### config.mk
export PLATFORM = sky130hd
export DESIGN_NAME = adsr_envelope_voice_manager_flat
export DESIGN_NICKNAME = d
export VERILOG_FILES = /design/src/avm_pkg.sv /design/src/avm_item_if.sv /design/src/avm_result_if.sv /design/src/avm_cfg_if.sv /design/src/avm_ctrl.sv /design/src/avm_datapath.sv /design/src/adsr_envelope_voice_manager.sv /design/src/flat_wrapper.sv
export SDC_FILE = /design/constraint.sdc
export NUM_CORES = 1
export LEC_CHECK = 0
export BUFFER_PORTS_ARGS = -buffer_cell sky130_fd_sc_hd__buf_2
export CORE_MARGIN = 2
export CORE_UTILIZATION = 40
export CTS_CLUSTER_SIZE = 8
export DETAILED_ROUTE_END_ITERATION = 8
export PLACE_DENSITY = 0.57
export SLEW_MARGIN = 20
export SYNTH_ARGS = -nofsm -noshare
export SYNTH_HDL_FRONTEND = slang
export SYNTH_HIERARCHICAL = 1
export SYNTH_SLANG_ARGS = --single-unit
### constraint.sdc
create_clock -name clk -period 14.4 [get_ports clk]
set_clock_uncertainty 0.15 [all_clocks]
set_input_delay 2.88 -clock clk [delete_from_list [all_inputs] [get_ports clk]]
set_output_delay 2.88 -clock clk [all_outputs]
set_load 0.005 [all_outputs]
### src/avm_pkg.sv
// Shared types, constants and codes of the ADSR envelope voice manager.
package avm_pkg;

  localparam int VOICES_DEF = 8;
  localparam int KIND_W     = 2;
  localparam int NOTE_W     = 7;
  localparam int VEL_W      = 8;
  localparam int LEVEL_W    = 25;
  localparam int IDX_W      = 3;
  localparam int CFG_IDX_W  = 3;
  localparam int CFG_DATA_W = 25;

  localparam logic [LEVEL_W-1:0] ONE_Q24   = 25'd16777216;
  localparam logic [NOTE_W-1:0]  NOTE_LOW  = 7'd24;
  localparam logic [NOTE_W-1:0]  NOTE_HIGH = 7'd96;
  localparam logic [VEL_W-1:0]   VEL_MIN   = 8'd13;

  localparam logic [LEVEL_W-1:0] ATTACK_RESET  = 25'd58254;
  localparam logic [LEVEL_W-1:0] DECAY_RESET   = 25'd604;
  localparam logic [LEVEL_W-1:0] SUSTAIN_RESET = 25'd10401874;
  localparam logic [LEVEL_W-1:0] RELEASE_RESET = 25'd1248;

  typedef enum logic [KIND_W-1:0] {
    KIND_NOTE_ON  = 2'd0,
    KIND_NOTE_OFF = 2'd1,
    KIND_TICK     = 2'd2
  } kind_t;

  typedef enum logic [2:0] {
    STAGE_IDLE    = 3'd0,
    STAGE_ATTACK  = 3'd1,
    STAGE_DECAY   = 3'd2,
    STAGE_SUSTAIN = 3'd3,
    STAGE_RELEASE = 3'd4
  } stage_t;

  typedef enum logic [CFG_IDX_W-1:0] {
    REG_ATTACK_STEP   = 3'd0,
    REG_DECAY_STEP    = 3'd1,
    REG_SUSTAIN_LEVEL = 3'd2,
    REG_RELEASE_STEP  = 3'd3,
    REG_MONO_MODE     = 3'd4,
    REG_LEGATO_ENABLE = 3'd5
  } cfg_reg_t;

  typedef enum logic [1:0] {
    S_IDLE,
    S_ALLOC,
    S_OFF,
    S_TICK
  } state_t;

  typedef struct packed {
    logic latch;
    logic alloc;
    logic note_off;
    logic tick_load;
  } cmd_t;

  typedef struct packed {
    logic out_free;
    logic idx_last;
  } status_t;

endpackage

### src/avm_item_if.sv
// Input item channel: kind, note and velocity with valid and ready.
interface avm_item_if;
  logic                        valid;
  logic                        ready;
  logic [avm_pkg::KIND_W-1:0]  kind;
  logic [avm_pkg::NOTE_W-1:0]  note;
  logic [avm_pkg::VEL_W-1:0]   velocity;

  modport source (output valid, kind, note, velocity, input ready);
  modport sink (input valid, kind, note, velocity, output ready);
endinterface

### src/avm_result_if.sv
// Result channel: one voice report per transfer with valid and ready.
interface avm_result_if;
  logic                         valid;
  logic                         ready;
  logic [avm_pkg::IDX_W-1:0]    voice_index;
  logic                         voice_active;
  logic [avm_pkg::NOTE_W-1:0]   voice_note;
  logic [avm_pkg::VEL_W-1:0]    voice_velocity;
  logic [avm_pkg::LEVEL_W-1:0]  env_level;
  logic [2:0]                   env_stage;
  logic                         last;

  modport source (output valid, voice_index, voice_active, voice_note, voice_velocity,
                  env_level, env_stage, last, input ready);
  modport sink (input valid, voice_index, voice_active, voice_note, voice_velocity,
                env_level, env_stage, last, output ready);
endinterface

### src/avm_cfg_if.sv
// Configuration write channel: register index and data with valid and ready.
interface avm_cfg_if;
  logic                            valid;
  logic                            ready;
  logic [avm_pkg::CFG_IDX_W-1:0]   index;
  logic [avm_pkg::CFG_DATA_W-1:0]  data;

  modport source (output valid, index, data, input ready);
  modport sink (input valid, index, data, output ready);
endinterface

### src/avm_ctrl.sv
// Controller state machine that sequences note events and voice reports.
module avm_ctrl (
  input  logic                        clk,
  input  logic                        rst,
  input  logic                        in_valid,
  input  logic [avm_pkg::KIND_W-1:0]  in_kind,
  input  avm_pkg::status_t            status,
  output logic                        in_ready,
  output avm_pkg::cmd_t               cmd
);

  avm_pkg::state_t state, state_next;

  always_ff @(posedge clk) begin
    if (rst) begin
      state <= avm_pkg::S_IDLE;
    end else begin
      state <= state_next;
    end
  end

  always_comb begin
    state_next = state;
    in_ready   = 1'b0;
    cmd        = '0;
    unique case (state)
      avm_pkg::S_IDLE: begin
        in_ready = 1'b1;
        if (in_valid) begin
          cmd.latch = 1'b1;
          unique case (avm_pkg::kind_t'(in_kind))
            avm_pkg::KIND_NOTE_ON:  state_next = avm_pkg::S_ALLOC;
            avm_pkg::KIND_NOTE_OFF: state_next = avm_pkg::S_OFF;
            avm_pkg::KIND_TICK:     state_next = avm_pkg::S_TICK;
            default:                state_next = avm_pkg::S_IDLE;
          endcase
        end
      end
      avm_pkg::S_ALLOC: begin
        if (status.out_free) begin
          cmd.alloc  = 1'b1;
          state_next = avm_pkg::S_IDLE;
        end
      end
      avm_pkg::S_OFF: begin
        cmd.note_off = 1'b1;
        state_next   = avm_pkg::S_IDLE;
      end
      avm_pkg::S_TICK: begin
        if (status.out_free) begin
          cmd.tick_load = 1'b1;
          if (status.idx_last) begin
            state_next = avm_pkg::S_IDLE;
          end
        end
      end
      default: state_next = avm_pkg::S_IDLE;
    endcase
  end

endmodule

### src/avm_datapath.sv
// Datapath: configuration, voice state, allocation, envelope step and result register.
module avm_datapath #(
  parameter int VOICES = avm_pkg::VOICES_DEF
) (
  input  logic                            clk,
  input  logic                            rst,
  input  avm_pkg::cmd_t                   cmd,
  output avm_pkg::status_t                status,
  input  logic [avm_pkg::NOTE_W-1:0]      in_note,
  input  logic [avm_pkg::VEL_W-1:0]       in_velocity,
  input  logic                            cfg_wr,
  input  logic [avm_pkg::CFG_IDX_W-1:0]   cfg_idx,
  input  logic [avm_pkg::CFG_DATA_W-1:0]  cfg_data,
  input  logic                            out_ready,
  output logic                            out_valid,
  output logic [avm_pkg::IDX_W-1:0]       out_index,
  output logic                            out_active,
  output logic [avm_pkg::NOTE_W-1:0]      out_note,
  output logic [avm_pkg::VEL_W-1:0]       out_velocity,
  output logic [avm_pkg::LEVEL_W-1:0]     out_level,
  output logic [2:0]                      out_stage,
  output logic                            out_last
);

  localparam int VIDX_W = (VOICES > 1) ? $clog2(VOICES) : 1;
  localparam int IW     = avm_pkg::IDX_W;
  localparam int LW     = avm_pkg::LEVEL_W;

  logic [LW-1:0] attack_step, decay_step, sustain_level, release_step;
  logic          mono_mode, legato_enable;

  logic [avm_pkg::NOTE_W-1:0] lat_note;
  logic [avm_pkg::VEL_W-1:0]  lat_vel;
  logic [VIDX_W-1:0]          idx;

  logic [VOICES-1:0]          active_flags;
  logic [avm_pkg::NOTE_W-1:0] note_store [VOICES];
  logic [avm_pkg::VEL_W-1:0]  velocity_store [VOICES];
  logic [LW-1:0]              level_store [VOICES];
  avm_pkg::stage_t            stage_store [VOICES];

  logic [avm_pkg::NOTE_W-1:0] note_clamp;
  logic [avm_pkg::VEL_W-1:0]  vel_clamp;
  logic [VIDX_W-1:0]          pick;
  logic                       legato;
  logic [LW-1:0]              alloc_level;
  logic [VOICES-1:0]          rel_mask;
  logic [LW-1:0]              sus_sat;

  logic [LW-1:0]              cur_lvl;
  avm_pkg::stage_t            cur_stage;
  logic                       cur_act;
  logic [LW:0]                att_sum;
  logic signed [LW+1:0]       dec_diff, rel_diff;
  logic [LW-1:0]              step_lvl;
  avm_pkg::stage_t            step_stage;
  logic                       step_act;

  assign status.out_free = !out_valid || out_ready;
  assign status.idx_last = (idx == VIDX_W'(VOICES - 1));

  assign note_clamp = (lat_note < avm_pkg::NOTE_LOW) ? avm_pkg::NOTE_LOW :
                      (lat_note > avm_pkg::NOTE_HIGH) ? avm_pkg::NOTE_HIGH : lat_note;
  assign vel_clamp  = (lat_vel < avm_pkg::VEL_MIN) ? avm_pkg::VEL_MIN : lat_vel;
  assign legato     = mono_mode && active_flags[0] && legato_enable;
  assign alloc_level = legato ? level_store[pick] : '0;
  assign sus_sat    = (sustain_level > avm_pkg::ONE_Q24) ? avm_pkg::ONE_Q24 : sustain_level;

  always_comb begin
    pick = '0;
    for (int v = VOICES - 1; v >= 0; v--) begin
      if (!active_flags[v]) begin
        pick = VIDX_W'(v);
      end
    end
    if (mono_mode) begin
      pick = '0;
    end
  end

  always_comb begin : release_sel
    logic found;
    found    = 1'b0;
    rel_mask = '0;
    for (int v = 0; v < VOICES; v++) begin
      if (active_flags[v] && (note_store[v] == lat_note) && !(mono_mode && found)) begin
        rel_mask[v] = 1'b1;
        found       = 1'b1;
      end
    end
  end

  assign cur_lvl   = level_store[idx];
  assign cur_stage = stage_store[idx];
  assign cur_act   = active_flags[idx];
  assign att_sum   = {1'b0, cur_lvl} + {1'b0, attack_step};
  assign dec_diff  = $signed({2'b00, cur_lvl}) - $signed({2'b00, decay_step});
  assign rel_diff  = $signed({2'b00, cur_lvl}) - $signed({2'b00, release_step});

  always_comb begin
    step_lvl   = cur_lvl;
    step_stage = cur_stage;
    step_act   = cur_act;
    if (cur_act) begin
      unique case (cur_stage)
        avm_pkg::STAGE_ATTACK: begin
          if (att_sum >= {1'b0, avm_pkg::ONE_Q24}) begin
            step_lvl   = avm_pkg::ONE_Q24;
            step_stage = avm_pkg::STAGE_DECAY;
          end else begin
            step_lvl = att_sum[LW-1:0];
          end
        end
        avm_pkg::STAGE_DECAY: begin
          if (dec_diff <= $signed({2'b00, sus_sat})) begin
            step_lvl   = sus_sat;
            step_stage = avm_pkg::STAGE_SUSTAIN;
          end else begin
            step_lvl = dec_diff[LW-1:0];
          end
        end
        avm_pkg::STAGE_SUSTAIN: step_lvl = sus_sat;
        avm_pkg::STAGE_RELEASE: begin
          if (rel_diff <= $signed((LW+2)'(0))) begin
            step_lvl   = '0;
            step_stage = avm_pkg::STAGE_IDLE;
            step_act   = 1'b0;
          end else begin
            step_lvl = rel_diff[LW-1:0];
          end
        end
        default: step_lvl = '0;
      endcase
    end
  end

  always_ff @(posedge clk) begin
    if (rst) begin
      attack_step   <= avm_pkg::ATTACK_RESET;
      decay_step    <= avm_pkg::DECAY_RESET;
      sustain_level <= avm_pkg::SUSTAIN_RESET;
      release_step  <= avm_pkg::RELEASE_RESET;
      mono_mode     <= 1'b0;
      legato_enable <= 1'b0;
      active_flags  <= '0;
      out_valid     <= 1'b0;
      idx           <= '0;
      for (int v = 0; v < VOICES; v++) begin
        note_store[v]     <= '0;
        velocity_store[v] <= '0;
        level_store[v]    <= '0;
        stage_store[v]    <= avm_pkg::STAGE_IDLE;
      end
    end else begin
      if (cfg_wr) begin
        unique case (cfg_idx)
          avm_pkg::REG_ATTACK_STEP:   attack_step   <= cfg_data;
          avm_pkg::REG_DECAY_STEP:    decay_step    <= cfg_data;
          avm_pkg::REG_SUSTAIN_LEVEL: sustain_level <= cfg_data;
          avm_pkg::REG_RELEASE_STEP:  release_step  <= cfg_data;
          avm_pkg::REG_MONO_MODE:     mono_mode     <= cfg_data[0];
          avm_pkg::REG_LEGATO_ENABLE: legato_enable <= cfg_data[0];
          default: ;
        endcase
      end
      if (cmd.latch) begin
        idx <= '0;
      end
      if (cmd.alloc) begin
        active_flags[pick]   <= 1'b1;
        note_store[pick]     <= note_clamp;
        velocity_store[pick] <= vel_clamp;
        level_store[pick]    <= alloc_level;
        stage_store[pick]    <= avm_pkg::STAGE_ATTACK;
      end
      if (cmd.note_off) begin
        for (int v = 0; v < VOICES; v++) begin
          if (rel_mask[v]) begin
            stage_store[v] <= avm_pkg::STAGE_RELEASE;
          end
        end
      end
      if (cmd.tick_load) begin
        active_flags[idx] <= step_act;
        level_store[idx]  <= step_lvl;
        stage_store[idx]  <= step_stage;
        idx               <= idx + VIDX_W'(1);
      end
      if (cmd.alloc || cmd.tick_load) begin
        out_valid <= 1'b1;
      end else if (out_ready) begin
        out_valid <= 1'b0;
      end
    end
  end

  always_ff @(posedge clk) begin
    if (cmd.latch) begin
      lat_note <= in_note;
      lat_vel  <= in_velocity;
    end
    if (cmd.alloc) begin
      out_index    <= IW'(pick);
      out_active   <= 1'b1;
      out_note     <= note_clamp;
      out_velocity <= vel_clamp;
      out_level    <= alloc_level;
      out_stage    <= avm_pkg::STAGE_ATTACK;
      out_last     <= 1'b1;
    end else if (cmd.tick_load) begin
      out_index    <= IW'(idx);
      out_active   <= step_act;
      out_note     <= note_store[idx];
      out_velocity <= velocity_store[idx];
      out_level    <= step_lvl;
      out_stage    <= step_stage;
      out_last     <= status.idx_last;
    end
  end

endmodule

### src/adsr_envelope_voice_manager.sv
// Top level of the polyphonic voice manager with linear ADSR envelopes.
//
//   channel   modport   transfer carries
//   items     sink      kind, note, velocity
//   results   source    voice_index, voice_active, voice_note, voice_velocity,
//                       env_level, env_stage, last
//   cfg       sink      index, data (always ready)
//
// One item is worked on at a time; ready is high only while the controller is idle.
// After the transfer a tick steps every voice in turn, one voice per cycle while the result register is free.
// A note-on passes through the alloc state and a note-off through the off state; an unused kind returns to idle.
// The single result register sets the pace: a voice is stepped only when it is free.
// Reset is synchronous and clears all voices and restores the register defaults.
module adsr_envelope_voice_manager #(
  parameter int VOICES = avm_pkg::VOICES_DEF
) (
  input  logic          clk,
  input  logic          rst,
  avm_item_if.sink      items,
  avm_result_if.source  results,
  avm_cfg_if.sink       cfg
);

  avm_pkg::cmd_t    cmd;
  avm_pkg::status_t status;
  logic [2:0]       stage_bits;

  assign cfg.ready = 1'b1;
  assign results.env_stage = stage_bits;

  avm_ctrl u_ctrl (
    .clk      (clk),
    .rst      (rst),
    .in_valid (items.valid),
    .in_kind  (items.kind),
    .status   (status),
    .in_ready (items.ready),
    .cmd      (cmd)
  );

  avm_datapath #(
    .VOICES (VOICES)
  ) u_datapath (
    .clk          (clk),
    .rst          (rst),
    .cmd          (cmd),
    .status       (status),
    .in_note      (items.note),
    .in_velocity  (items.velocity),
    .cfg_wr       (cfg.valid),
    .cfg_idx      (cfg.index),
    .cfg_data     (cfg.data),
    .out_ready    (results.ready),
    .out_valid    (results.valid),
    .out_index    (results.voice_index),
    .out_active   (results.voice_active),
    .out_note     (results.voice_note),
    .out_velocity (results.voice_velocity),
    .out_level    (results.env_level),
    .out_stage    (stage_bits),
    .out_last     (results.last)
  );

  a_tick_busy: assert property (@(posedge clk) disable iff (rst)
    (items.valid && items.ready && (items.kind == avm_pkg::KIND_TICK)) |=> !items.ready)
    else $error("Block took a new item right after a tick transfer.");

  a_active_stage: assert property (@(posedge clk) disable iff (rst)
    results.valid |-> (results.voice_active == (results.env_stage != avm_pkg::STAGE_IDLE)))
    else $error("Reported voice activity disagrees with its envelope stage.");

  a_level_range: assert property (@(posedge clk) disable iff (rst)
    results.valid |-> (results.env_level <= avm_pkg::ONE_Q24))
    else $error("Reported envelope level is above full scale.");

endmodule
### src/flat_wrapper.sv
// flat-port wrapper written by rule: the top's interface ports become plain ports
module adsr_envelope_voice_manager_flat 
#(
  parameter int VOICES = avm_pkg::VOICES_DEF
)
  (clk, rst, items_valid, items_kind, items_note, items_velocity, items_ready, results_valid, results_voice_index, results_voice_active, results_voice_note, results_voice_velocity, results_env_level, results_env_stage, results_last, results_ready, cfg_valid, cfg_index, cfg_data, cfg_ready);
  avm_item_if items_i ();
  avm_result_if results_i ();
  avm_cfg_if cfg_i ();
  input  logic clk;
  input  logic rst;
  input wire logic [$bits(items_i.valid)-1:0] items_valid;
  input wire logic [$bits(items_i.kind)-1:0] items_kind;
  input wire logic [$bits(items_i.note)-1:0] items_note;
  input wire logic [$bits(items_i.velocity)-1:0] items_velocity;
  output wire logic [$bits(items_i.ready)-1:0] items_ready;
  output wire logic [$bits(results_i.valid)-1:0] results_valid;
  output wire logic [$bits(results_i.voice_index)-1:0] results_voice_index;
  output wire logic [$bits(results_i.voice_active)-1:0] results_voice_active;
  output wire logic [$bits(results_i.voice_note)-1:0] results_voice_note;
  output wire logic [$bits(results_i.voice_velocity)-1:0] results_voice_velocity;
  output wire logic [$bits(results_i.env_level)-1:0] results_env_level;
  output wire logic [$bits(results_i.env_stage)-1:0] results_env_stage;
  output wire logic [$bits(results_i.last)-1:0] results_last;
  input wire logic [$bits(results_i.ready)-1:0] results_ready;
  input wire logic [$bits(cfg_i.valid)-1:0] cfg_valid;
  input wire logic [$bits(cfg_i.index)-1:0] cfg_index;
  input wire logic [$bits(cfg_i.data)-1:0] cfg_data;
  output wire logic [$bits(cfg_i.ready)-1:0] cfg_ready;
  assign items_i.valid = items_valid;
  assign items_i.kind = items_kind;
  assign items_i.note = items_note;
  assign items_i.velocity = items_velocity;
  assign items_ready = items_i.ready;
  assign results_valid = results_i.valid;
  assign results_voice_index = results_i.voice_index;
  assign results_voice_active = results_i.voice_active;
  assign results_voice_note = results_i.voice_note;
  assign results_voice_velocity = results_i.voice_velocity;
  assign results_env_level = results_i.env_level;
  assign results_env_stage = results_i.env_stage;
  assign results_last = results_i.last;
  assign results_i.ready = results_ready;
  assign cfg_i.valid = cfg_valid;
  assign cfg_i.index = cfg_index;
  assign cfg_i.data = cfg_data;
  assign cfg_ready = cfg_i.ready;
  adsr_envelope_voice_manager #(.VOICES(VOICES)) u_core (.clk(clk), .rst(rst), .items(items_i), .results(results_i), .cfg(cfg_i));
endmodule
# Yosys cells after proc, flatten, opt, wreduce, memory -nomap -nowiden
# Memories as Yosys holds them, arrays and structs flattened. A register that Yosys moved wholly into a read port is not among the register bits.
# Cells that the tools add are included.
[totals] regBits=179 ram_bits=344 n_memories=4 output_inout_bits=51 in_bits=50 word_cells=279
[classes] magnitude_cmp=11 bitwise=9 n_eq_ne=27 mux=150 addsub=4 reduce_logical=55
[memory_table] name="u_core.u_datapath.level_store" depth=8 width=25 rd=2 rd_ports_with_merged_regs=1 write_ports=8 line="avm_datapath.sv:39" rtl="logic [LW-1:0] level_store [VOICES];"
[memory_table] name="u_core.u_datapath.velocity_store" depth=8 width=8 rd=1 rd_ports_with_merged_regs=1 write_ports=8 line="avm_datapath.sv:38" rtl="logic [avm_pkg::VEL_W-1:0] velocity_store [VOICES];"
[memory_table] name="u_core.u_datapath.note_store" depth=8 width=7 rd=9 rd_ports_with_merged_regs=1 write_ports=8 line="avm_datapath.sv:37" rtl="logic [avm_pkg::NOTE_W-1:0] note_store [VOICES];"
[memory_table] name="u_core.u_datapath.stage_store" depth=8 width=3 rd=1 rd_ports_with_merged_regs=1 write_ports=8 line="avm_datapath.sv:40" rtl="avm_pkg::stage_t stage_store [VOICES];"
[op_table] cell="$mux W25" n=10
[op_table] cell="$mux W3" n=41
[op_table] cell="$pmux W25 S4" n=1
[op_table] cell="$mux W1" n=75
[op_table] cell="$eq A7 B7 Y1" n=8
[op_table] cell="$mux W8" n=7
[op_table] cell="$sub A25 B25 Y26" n=2
[op_table] cell="$reduce_or A25 Y1" n=2
[op_table] cell="$mux W7" n=5
[op_table] cell="$add A25 B25 Y26" n=1
[op_table] cell="$ge A26 B25 Y1 const B" n=1
[op_table] cell="$le A26 B1 Y1 const B" n=1
[op_table] cell="$le A26 B26 Y1" n=1
[op_table] cell="$logic_and A1 B1 Y1" n=26
[op_table] cell="$gt A25 B25 Y1 const B" n=1
[op_table] cell="$eq A3 B2 Y1 const B" n=4
[op_table] cell="$eq A3 B3 Y1 const B" n=4
[op_table] cell="$reduce_and A2 Y1" n=6
[op_table] cell="$pmux W3 S3" n=1
[op_table] cell="$bwmux W8" n=1
[op_table] cell="$logic_not A1 Y1" n=8
[op_table] cell="$lt A3 B4 Y1 const B" n=2
[op_table] cell="$lt A8 B4 Y1 const B" n=1
[op_table] cell="$mux W2" n=4
[op_table] cell="23 further kinds" n=43

# Logic depth before layout (Yosys ltp)
# Gate-level depths: netlist of the first run.
# An unclocked memory read counts as a cell.
[logic_depth] depth_word=37 mapped_depth=26 mapped_depth_nobuf=21

# Hierarchy
# Netlist of the first run, hierarchy kept.
[by_module_without_submodules] mod="avm_datapath" area_per_inst_um2=30849.6 cells_per_inst=3129 instances=1
[by_module_without_submodules] mod="avm_ctrl" area_per_inst_um2=158.9 cells_per_inst=21 instances=1
[by_module_without_submodules] mod="adsr_envelope_voice_manager" area_per_inst_um2=11.3 cells_per_inst=2 instances=1

# Least setup slack after synthesis of the first run
# Ideal clock, no wire load.
[synth_timing] path_kind="register -> register" startpoint="register with a tool-made name" endpoint="memory u_core/u_datapath/level_store[0][5] in the netlist's numbering (data pin)" period_less_slack_ps=6870 path_slack_ps=7530 path_buffers=6 path_stages_with_launch=26 t_required_ps=13989 arrival_time_ps=6459 setup_time_ps=261 path_cell_list="dfxtp_1 buf_2 buf_4 buf_1 buf_2 mux4_2 mux2_2 ha_1 a21oi_1 o211ai_1 or3_1 o22ai_1 nand2_1 a31oi_1 xnor2_1 ha_1 a211oi_1 o22ai_1 nor2_1 and4_1 clkbuf_1 nor3_2 nand2_1 or4b_1 buf_2 a221o_1"
[synth_rtl] element="end: declaration" line="avm_datapath.sv:39"

==> impl_metrics.tcl, run 1 <==
set metrics [dict create \
    postCtsSetupRepairBufs 0 \
    viasPerCell 6.243 \
    slowest_stage "dfxtp_4" \
    row_count 102 \
    area_growth_pct 12.33 \
    portBuffers 99 \
    avgRoutedWirePerCell_um 28.04 \
    cts_root_buf "clkbuf_16" \
    maxSlewViolCount 0 \
    fmax_mhz 113.5 \
    ys_ff_latch 526 \
    cts.sinks 526 \
    start_util_pct 40.24 \
    crit_buf_inv 1 \
    synth_area_per_cell_um2 9.841 \
    io_pins 101 \
    cts_tree "built" \
    critPathLaunchType "flip-flop" \
    fp.dieH_um 282.5 \
    critPathMaxFanout 44 \
    worst_slew_pin_slew_ns 1.091 \
    core-area_mm2 0.07708 \
    first_global_vias 26270 \
    dr.pass1.iters 8 \
    grt_overflow 0 \
    synthDistinctLibCells 89 \
    die_w_um 282.5 \
    clk_pin_slew_ns 0.05 \
    synth_edf_count 402 \
    hold_buffers 0 \
    vdd_drop_max_mv 0.09925 \
    synth_ff_type "edfxtp_1" \
    ys_async_sr_fraction_pct 0 \
    cts_buffers 76 \
    crit_arrival_ns 9.00 \
    min_from "u_core/u_datapath/release_step[24]$_SDFFE_PP0P_" \
    grt_usage_pct 29.79 \
    synth_fp_nets 3310 \
    worstPathCellList "buf_4 -> mux4_2 -> mux2_2 -> ha_1 -> a21oi_1 -> o21ai_0 -> nor3_1 -> a21oi_1 -> o2111ai_1 -> a21boi_0 -> or3_1 -> and2_1 -> ha_1 -> nand3_1 -> nor3_1 -> a311o_1 -> a211o_4 -> o211ai_2 -> o22ai_1 -> a2111oi_4 -> o32ai_1" \
    final_util_pct 45.21 \
    antenna_cells 0 \
    crit_path_max_incr_delay_ns 1.01 \
    cp-end-kind "flip-flop" \
    seq_area_frac_synth_pct 46.92 \
    grt_max_degree 81 \
    setup_viol 0 \
    post_cts_resized 0 \
    netlist_area_mm2 0.03102 \
    rsz0062_at_grt "false" \
    nets 3355 \
    drt_iter0_drc 3144 \
    dieArea_mm2 0.07979 \
    clk-insertion-delay-late_ns 0.64 \
    synth_cells 3152 \
    dp_hpwl_um 82120 \
    maxSlewHeadroom_pct 26.70 \
    period_share_pct 61.19 \
    leakagePower_uw 0.01260 \
    crit_type "reg -> reg" \
    hold_path.class "reg -> reg" \
    maxCapViolations 0 \
    crit_family "compound AO/OA/AOI/OAI gates" \
    fin_crit_ns 8.811 \
    drive_gt1_share_pct 13.19 \
    finalHoldViolCount 0 \
    routed_wirelength_um 119500 \
    antenna_found_initial 3 \
    cp.required_ns 14.59 \
    ys_warn_count 6 \
    drcViolationCount 0 \
    vias 26610 \
    finalSetupTns_ns 0 \
    cts_buffer_depth 3 \
    place_congestion 1.003 \
    power_density_mw_per_mm2 113.5 \
    grt_pass1_wl_um 174000 \
    outcome "completed" \
    antenna_left 0 \
    htree_levels 3 \
]
==> sequential cells by signal, summed over array words and instances (netlist names), 24 cells and up, named ones only <==
name	count
u_core/u_datapath/attack_step	25
u_core/u_datapath/decay_step	25
u_core/u_datapath/level_store	200
u_core/u_datapath/note_store	56
u_core/u_datapath/out_level	25
u_core/u_datapath/release_step	25
u_core/u_datapath/stage_store	24
u_core/u_datapath/sustain_level	25
u_core/u_datapath/velocity_store	64
==> worst paths after layout <==
check | to | cells past startpoint | slack [ns]
max | u_core/u_datapath/level_store[0][16]$_DFFE_PP_ | 21 | 5.59
min | u_core/u_datapath/release_step[24]$_SDFFE_PP0P_ | 2 | 0.30
max reg2reg | u_core/u_datapath/level_store[0][16]$_DFFE_PP_ | 21 | 5.59
min reg2reg | u_core/u_datapath/release_step[24]$_SDFFE_PP0P_ | 2 | 0.30
==> kinds of logic (layout without fill, tap and decap cells) <==
| logic type | after synthesis | in the layout | share of synthesized area (%) |
|---|---|---|---|
| AOI/OAI and AO/OA | 698 | 698 | 15.32 |
| xor gates and xnor gates | 114 | 114 | 3.219 |
| adders and majority gates | 110 | 110 | 4.493 |
| buffers and inverters | 294 | 364 | 3.650 |
| DFF | 526 | 526 | 46.92 |
| muxes | 136 | 136 | 7.999 |
| other | 1 | 1 | 0.01209 |
| and+or+nand+nor | 1273 | 1273 | 18.39 |
==> cells in the final DEF, fill, tap and decap left out, types with 39 or more instances in the layout <==
cell and count:
and2_1 61, nor2_1 292, edfxtp_1 402, buf_2 98, inv_1 102, clkbuf_16 76, dfxtp_1 121, and3_1 45
nor3_1 41, xnor2_1 90, buf_4 58, nand4_1 53, ha_1 105, a21oi_1 179, nand3_1 102, mux4_2 86
o21a_1 39, nand2_1 553, o21ai_0 118
==> power breakdown <==
part / internal [uW] / switching, uW / leakage, uW
registers: 1690 / 37.5 / 0.00509
clock network: 988 / 695 / 0.00106
logic: 174 / 369 / 0.00645
total: 2850 / 1100 / 0.0126
==> through the flow <==
stage / setup WS [ns] / total power (uW) / hold WS [ns] / std cells / area, um2
global route: 5.075 / 4078 / 0.3175 / 4262 / 34850
finish: 5.589 / 3954 / 0.3022 / 4262 / 34850
detailed placement: 5.736 / 2287 / 0.2970 / 4159 / 32640
CTS: 5.685 / 3965 / 0.3037 / 4262 / 34840
global placement: 5.787 / 2281 / 0.2929 / 4159 / 32620
floorplan: 7.530 / 2082 / 0.2863 / 3152 / 31020
==> metal layers <==
layer,up-vias,track usage (%),wire (um)
li1,11650,-,-
met1,13190,37.89,46340
met2,1469,49.65,56570
met3,299,5.484,10910
met4,0,12.85,5672
met5,-,0,0
==> tightest hold or removal path, delay by kind of cell, from the launching register on <==
| kind | cells | cell delay [ns] |
|---|---|---|
| DFF | 1 | 0.30 |
| and+or+nand+nor | 1 | 0.05 |
| AOI/OAI and AO/OA | 1 | 0.05 |
==> area by class of cell <==
class	instances	area, um2
clock buffer	94	1979
clock inverter	9	221.5
fill	7328	42240
inverter	105	394.1
multi-input combinational	2332	15460
sequential	526	14560
tap	1040	1301
timing repair buffer	156	925.9
==> synthesized netlist by cell type, drive strengths merged (37+ instances only) <==
cell type	n	share of area, %
a211oi	37	0.91
a21oi	182	2.9
and2	62	1.3
and3	46	0.93
clkbuf	154	1.9
dfxtp	124	8.0
edfxtp	402	39
ha	105	4.2
inv	102	1.2
mux4	86	6.2
nand2	557	6.7
nand3	104	1.7
nand4	53	1.1
nor2	295	3.6
nor3	44	0.73
o21a	40	0.97
o21ai	135	2.2
xnor2	90	2.5
(Power assumes the default switching activity.)
==> run 2, diff against run 1 <==
clock period = 8.31 ns   (was 14.4 ns; I/O delays follow)
==> run 2 against run 1 <==
Sequential share of layout area fell by 0.33 points; final area rose by 0.80%; worst setup slack got worse by 4.6 ns; die area did not move; critical path type unchanged; critical endpoint is now u_core/u_datapath/out_level[22]$_DFFE_PP_; largest cell class unchanged.
==> impl_metrics.tcl, run 2 (synthesis gave the netlist of run 1 again) <==
set metrics [dict create \
    rr_worst_depth 20 \
    avgRoutedWirePerCell_um 27.94 \
    cts_tree "built" \
    p_int_uw 4974 \
    grt_pass1_wl_um 173400 \
    cts_root_buf "clkbuf_16" \
    maxSlewHeadroom_pct 18.97 \
    pwr-share-clk_pct 42.7 \
    first_global_vias 26100 \
    area_growth_pct 13.24 \
    fin_crit_ns 7.318 \
    io_pins 101 \
    final_cell_mix "554 x nand2_1, 402 x edfxtp_1, 293 x nor2_1" \
    largest_reg_flops 200 \
    cts_buffers 76 \
    instances_no_fill 4309 \
    nFillCells 7362 \
    drive_gt1_share_pct 13.80 \
    dp.cells 4190 \
    clk_pin_slew_ns 0.05 \
    place_congestion 0.9879 \
    drt_iter0_drc 3138 \
    grt_usage_pct 29.89 \
    power.net_switching_uw 1915 \
    cts.sinks 526 \
    cts_buffer_depth 3 \
    finalHoldViolCount 0 \
    core-area_mm2 0.07708 \
    routed_wirelength_um 120400 \
    place_area_mm2 0.03286 \
    rrSetupSlack_ns 0.99 \
    critPathLaunchType "flip-flop" \
    period_share_pct 88.07 \
    row_count 102 \
    maxCapViolations 0 \
    cp.required_ns 8.47 \
    fmax_mhz 136.6 \
    seq_power_share_pct 43.5 \
    fp.dieH_um 282.5 \
    final_area_mm2 0.03513 \
    combPwrFrac_pct 13.8 \
    rsz0062_at_grt "false" \
    vdd_drop_max_mv 0.1414 \
    postCtsSetupRepairBufs 0 \
    nets 3387 \
    vias 26810 \
    finalSetupTns_ns 0 \
    rr_endpoint "u_core/u_datapath/out_level[22]$_DFFE_PP_" \
    hold_buffers 0 \
    portBuffers 99 \
    swShare_pct 27.79 \
    htree_levels 3 \
    leakagePower_uw 0.01276 \
    dp_hpwl_um 83470 \
    power_density_mw_per_mm2 196.1 \
    outcome "completed" \
    post_cts_resized 0 \
    worst_slew_pin_slew_ns 1.206 \
    crit_type "reg -> reg" \
    dieArea_mm2 0.07979 \
    endpoint "u_core/u_datapath/out_level[22]$_DFFE_PP_" \
    hold_path.class "reg -> reg" \
    die_w_um 282.5 \
    maxSlewViolCount 0 \
    grt_overflow 0 \
    setup_viol 0 \
    fin_hold_ws_ns 0.3042 \
    top_register "u_core/u_datapath/level_store" \
    antenna_left 0 \
    final_util_pct 45.57 \
    drcViolationCount 0 \
    dr.pass1.iters 7 \
    crit_arrival_ns 7.48 \
    critPathMaxFanout 18 \
    clk-insertion-delay-late_ns 0.65 \
    start_util_pct 40.24 \
    reg.largest.list "u_core/u_datapath/level_store x200, u_core/u_datapath/velocity_store x64, u_core/u_datapath/note_store x56" \
    final_common_cell "nand2_1" \
    antenna_found_initial 2 \
    grt_max_degree 72 \
    viasPerCell 6.223 \
    cp-end-kind "flip-flop" \
]
-- run 2: layer usage --
layer	global-route usage (%)	wire [um]
met1	37.87	46740
met2	49.57	56790
met3	5.617	10940
met4	13.62	5893
met5	0	23
-- run 2: how the worst min path moves through the flow --
stage                                                  start                                            end  slack [ns]  cells past startpoint
2_1_floorplan  u_core/u_datapath/decay_step[10]$_SDFFE_PP0P_  u_core/u_datapath/decay_step[10]$_SDFFE_PP0P_        0.29                      2
3_3_place_gp   u_core/u_datapath/decay_step[13]$_SDFFE_PP0P_  u_core/u_datapath/decay_step[13]$_SDFFE_PP0P_        0.29                      2
3_5_place_dp   u_core/u_datapath/decay_step[20]$_SDFFE_PP0P_  u_core/u_datapath/decay_step[20]$_SDFFE_PP0P_        0.30                      2
4_1_cts        u_core/u_datapath/decay_step[20]$_SDFFE_PP0P_  u_core/u_datapath/decay_step[20]$_SDFFE_PP0P_        0.30                      2
5_1_grt        u_core/u_datapath/decay_step[23]$_SDFFE_PP0P_  u_core/u_datapath/decay_step[23]$_SDFFE_PP0P_        0.31                      2
6_report       u_core/u_datapath/decay_step[20]$_SDFFE_PP0P_  u_core/u_datapath/decay_step[20]$_SDFFE_PP0P_        0.30                      2
-- run 2: final cells by class --
cell class                 instances  area, um2  share of cell area (%)
tap                             1040       1301                   3.704
inverter                         105      394.1                   1.122
timing repair buffer             188       1182                   3.366
multi-input combinational       2332      15430                   43.94
clock buffer                     108       2032                   5.785
clock inverter                     9      216.5                  0.6162
sequential                       526      14560                   41.46
antenna                            1      2.502                0.007124
-- run 2: critical path, stage by stage, from the launching register on --
cell       delay [ns]
dfxtp_4          0.62
buf_4            0.39
mux4_2           0.54
mux2_2           0.34
ha_1             0.36
nor2b_1          0.21
o211ai_1         0.15
a31o_2           0.31
a21oi_1          0.29
o2111ai_1        0.22
a21boi_0         0.55
nor2b_1          0.10
ha_1             0.35
nand3_1          0.11
nor3_1           0.06
a311o_1          0.35
a211o_4          0.37
o211ai_2         0.41
o221ai_1         0.20
o31ai_2          0.72
o21ai_0          0.19
-- run 2: power groups by stage --
stage / Combinational (uW) / Sequential [uW] / Clock (uW)
after floorplan: 593 / 3010 / 0
after detailed placement: 922 / 3050 / 0
final: 950 / 3000 / 2940
after global routing: 1010 / 3010 / 3090
after global placement: 917 / 3040 / 0
after CTS: 927 / 3000 / 2990
-- run 2: metrics by stage --
step	total power (uW)	worst slack (ns)
after global routing	7103	0.5687
after global placement	3962	1.118
after detailed placement	3971	1.105
after floorplan	3607	1.440
final	6889	0.9915
after CTS	6915	1.044
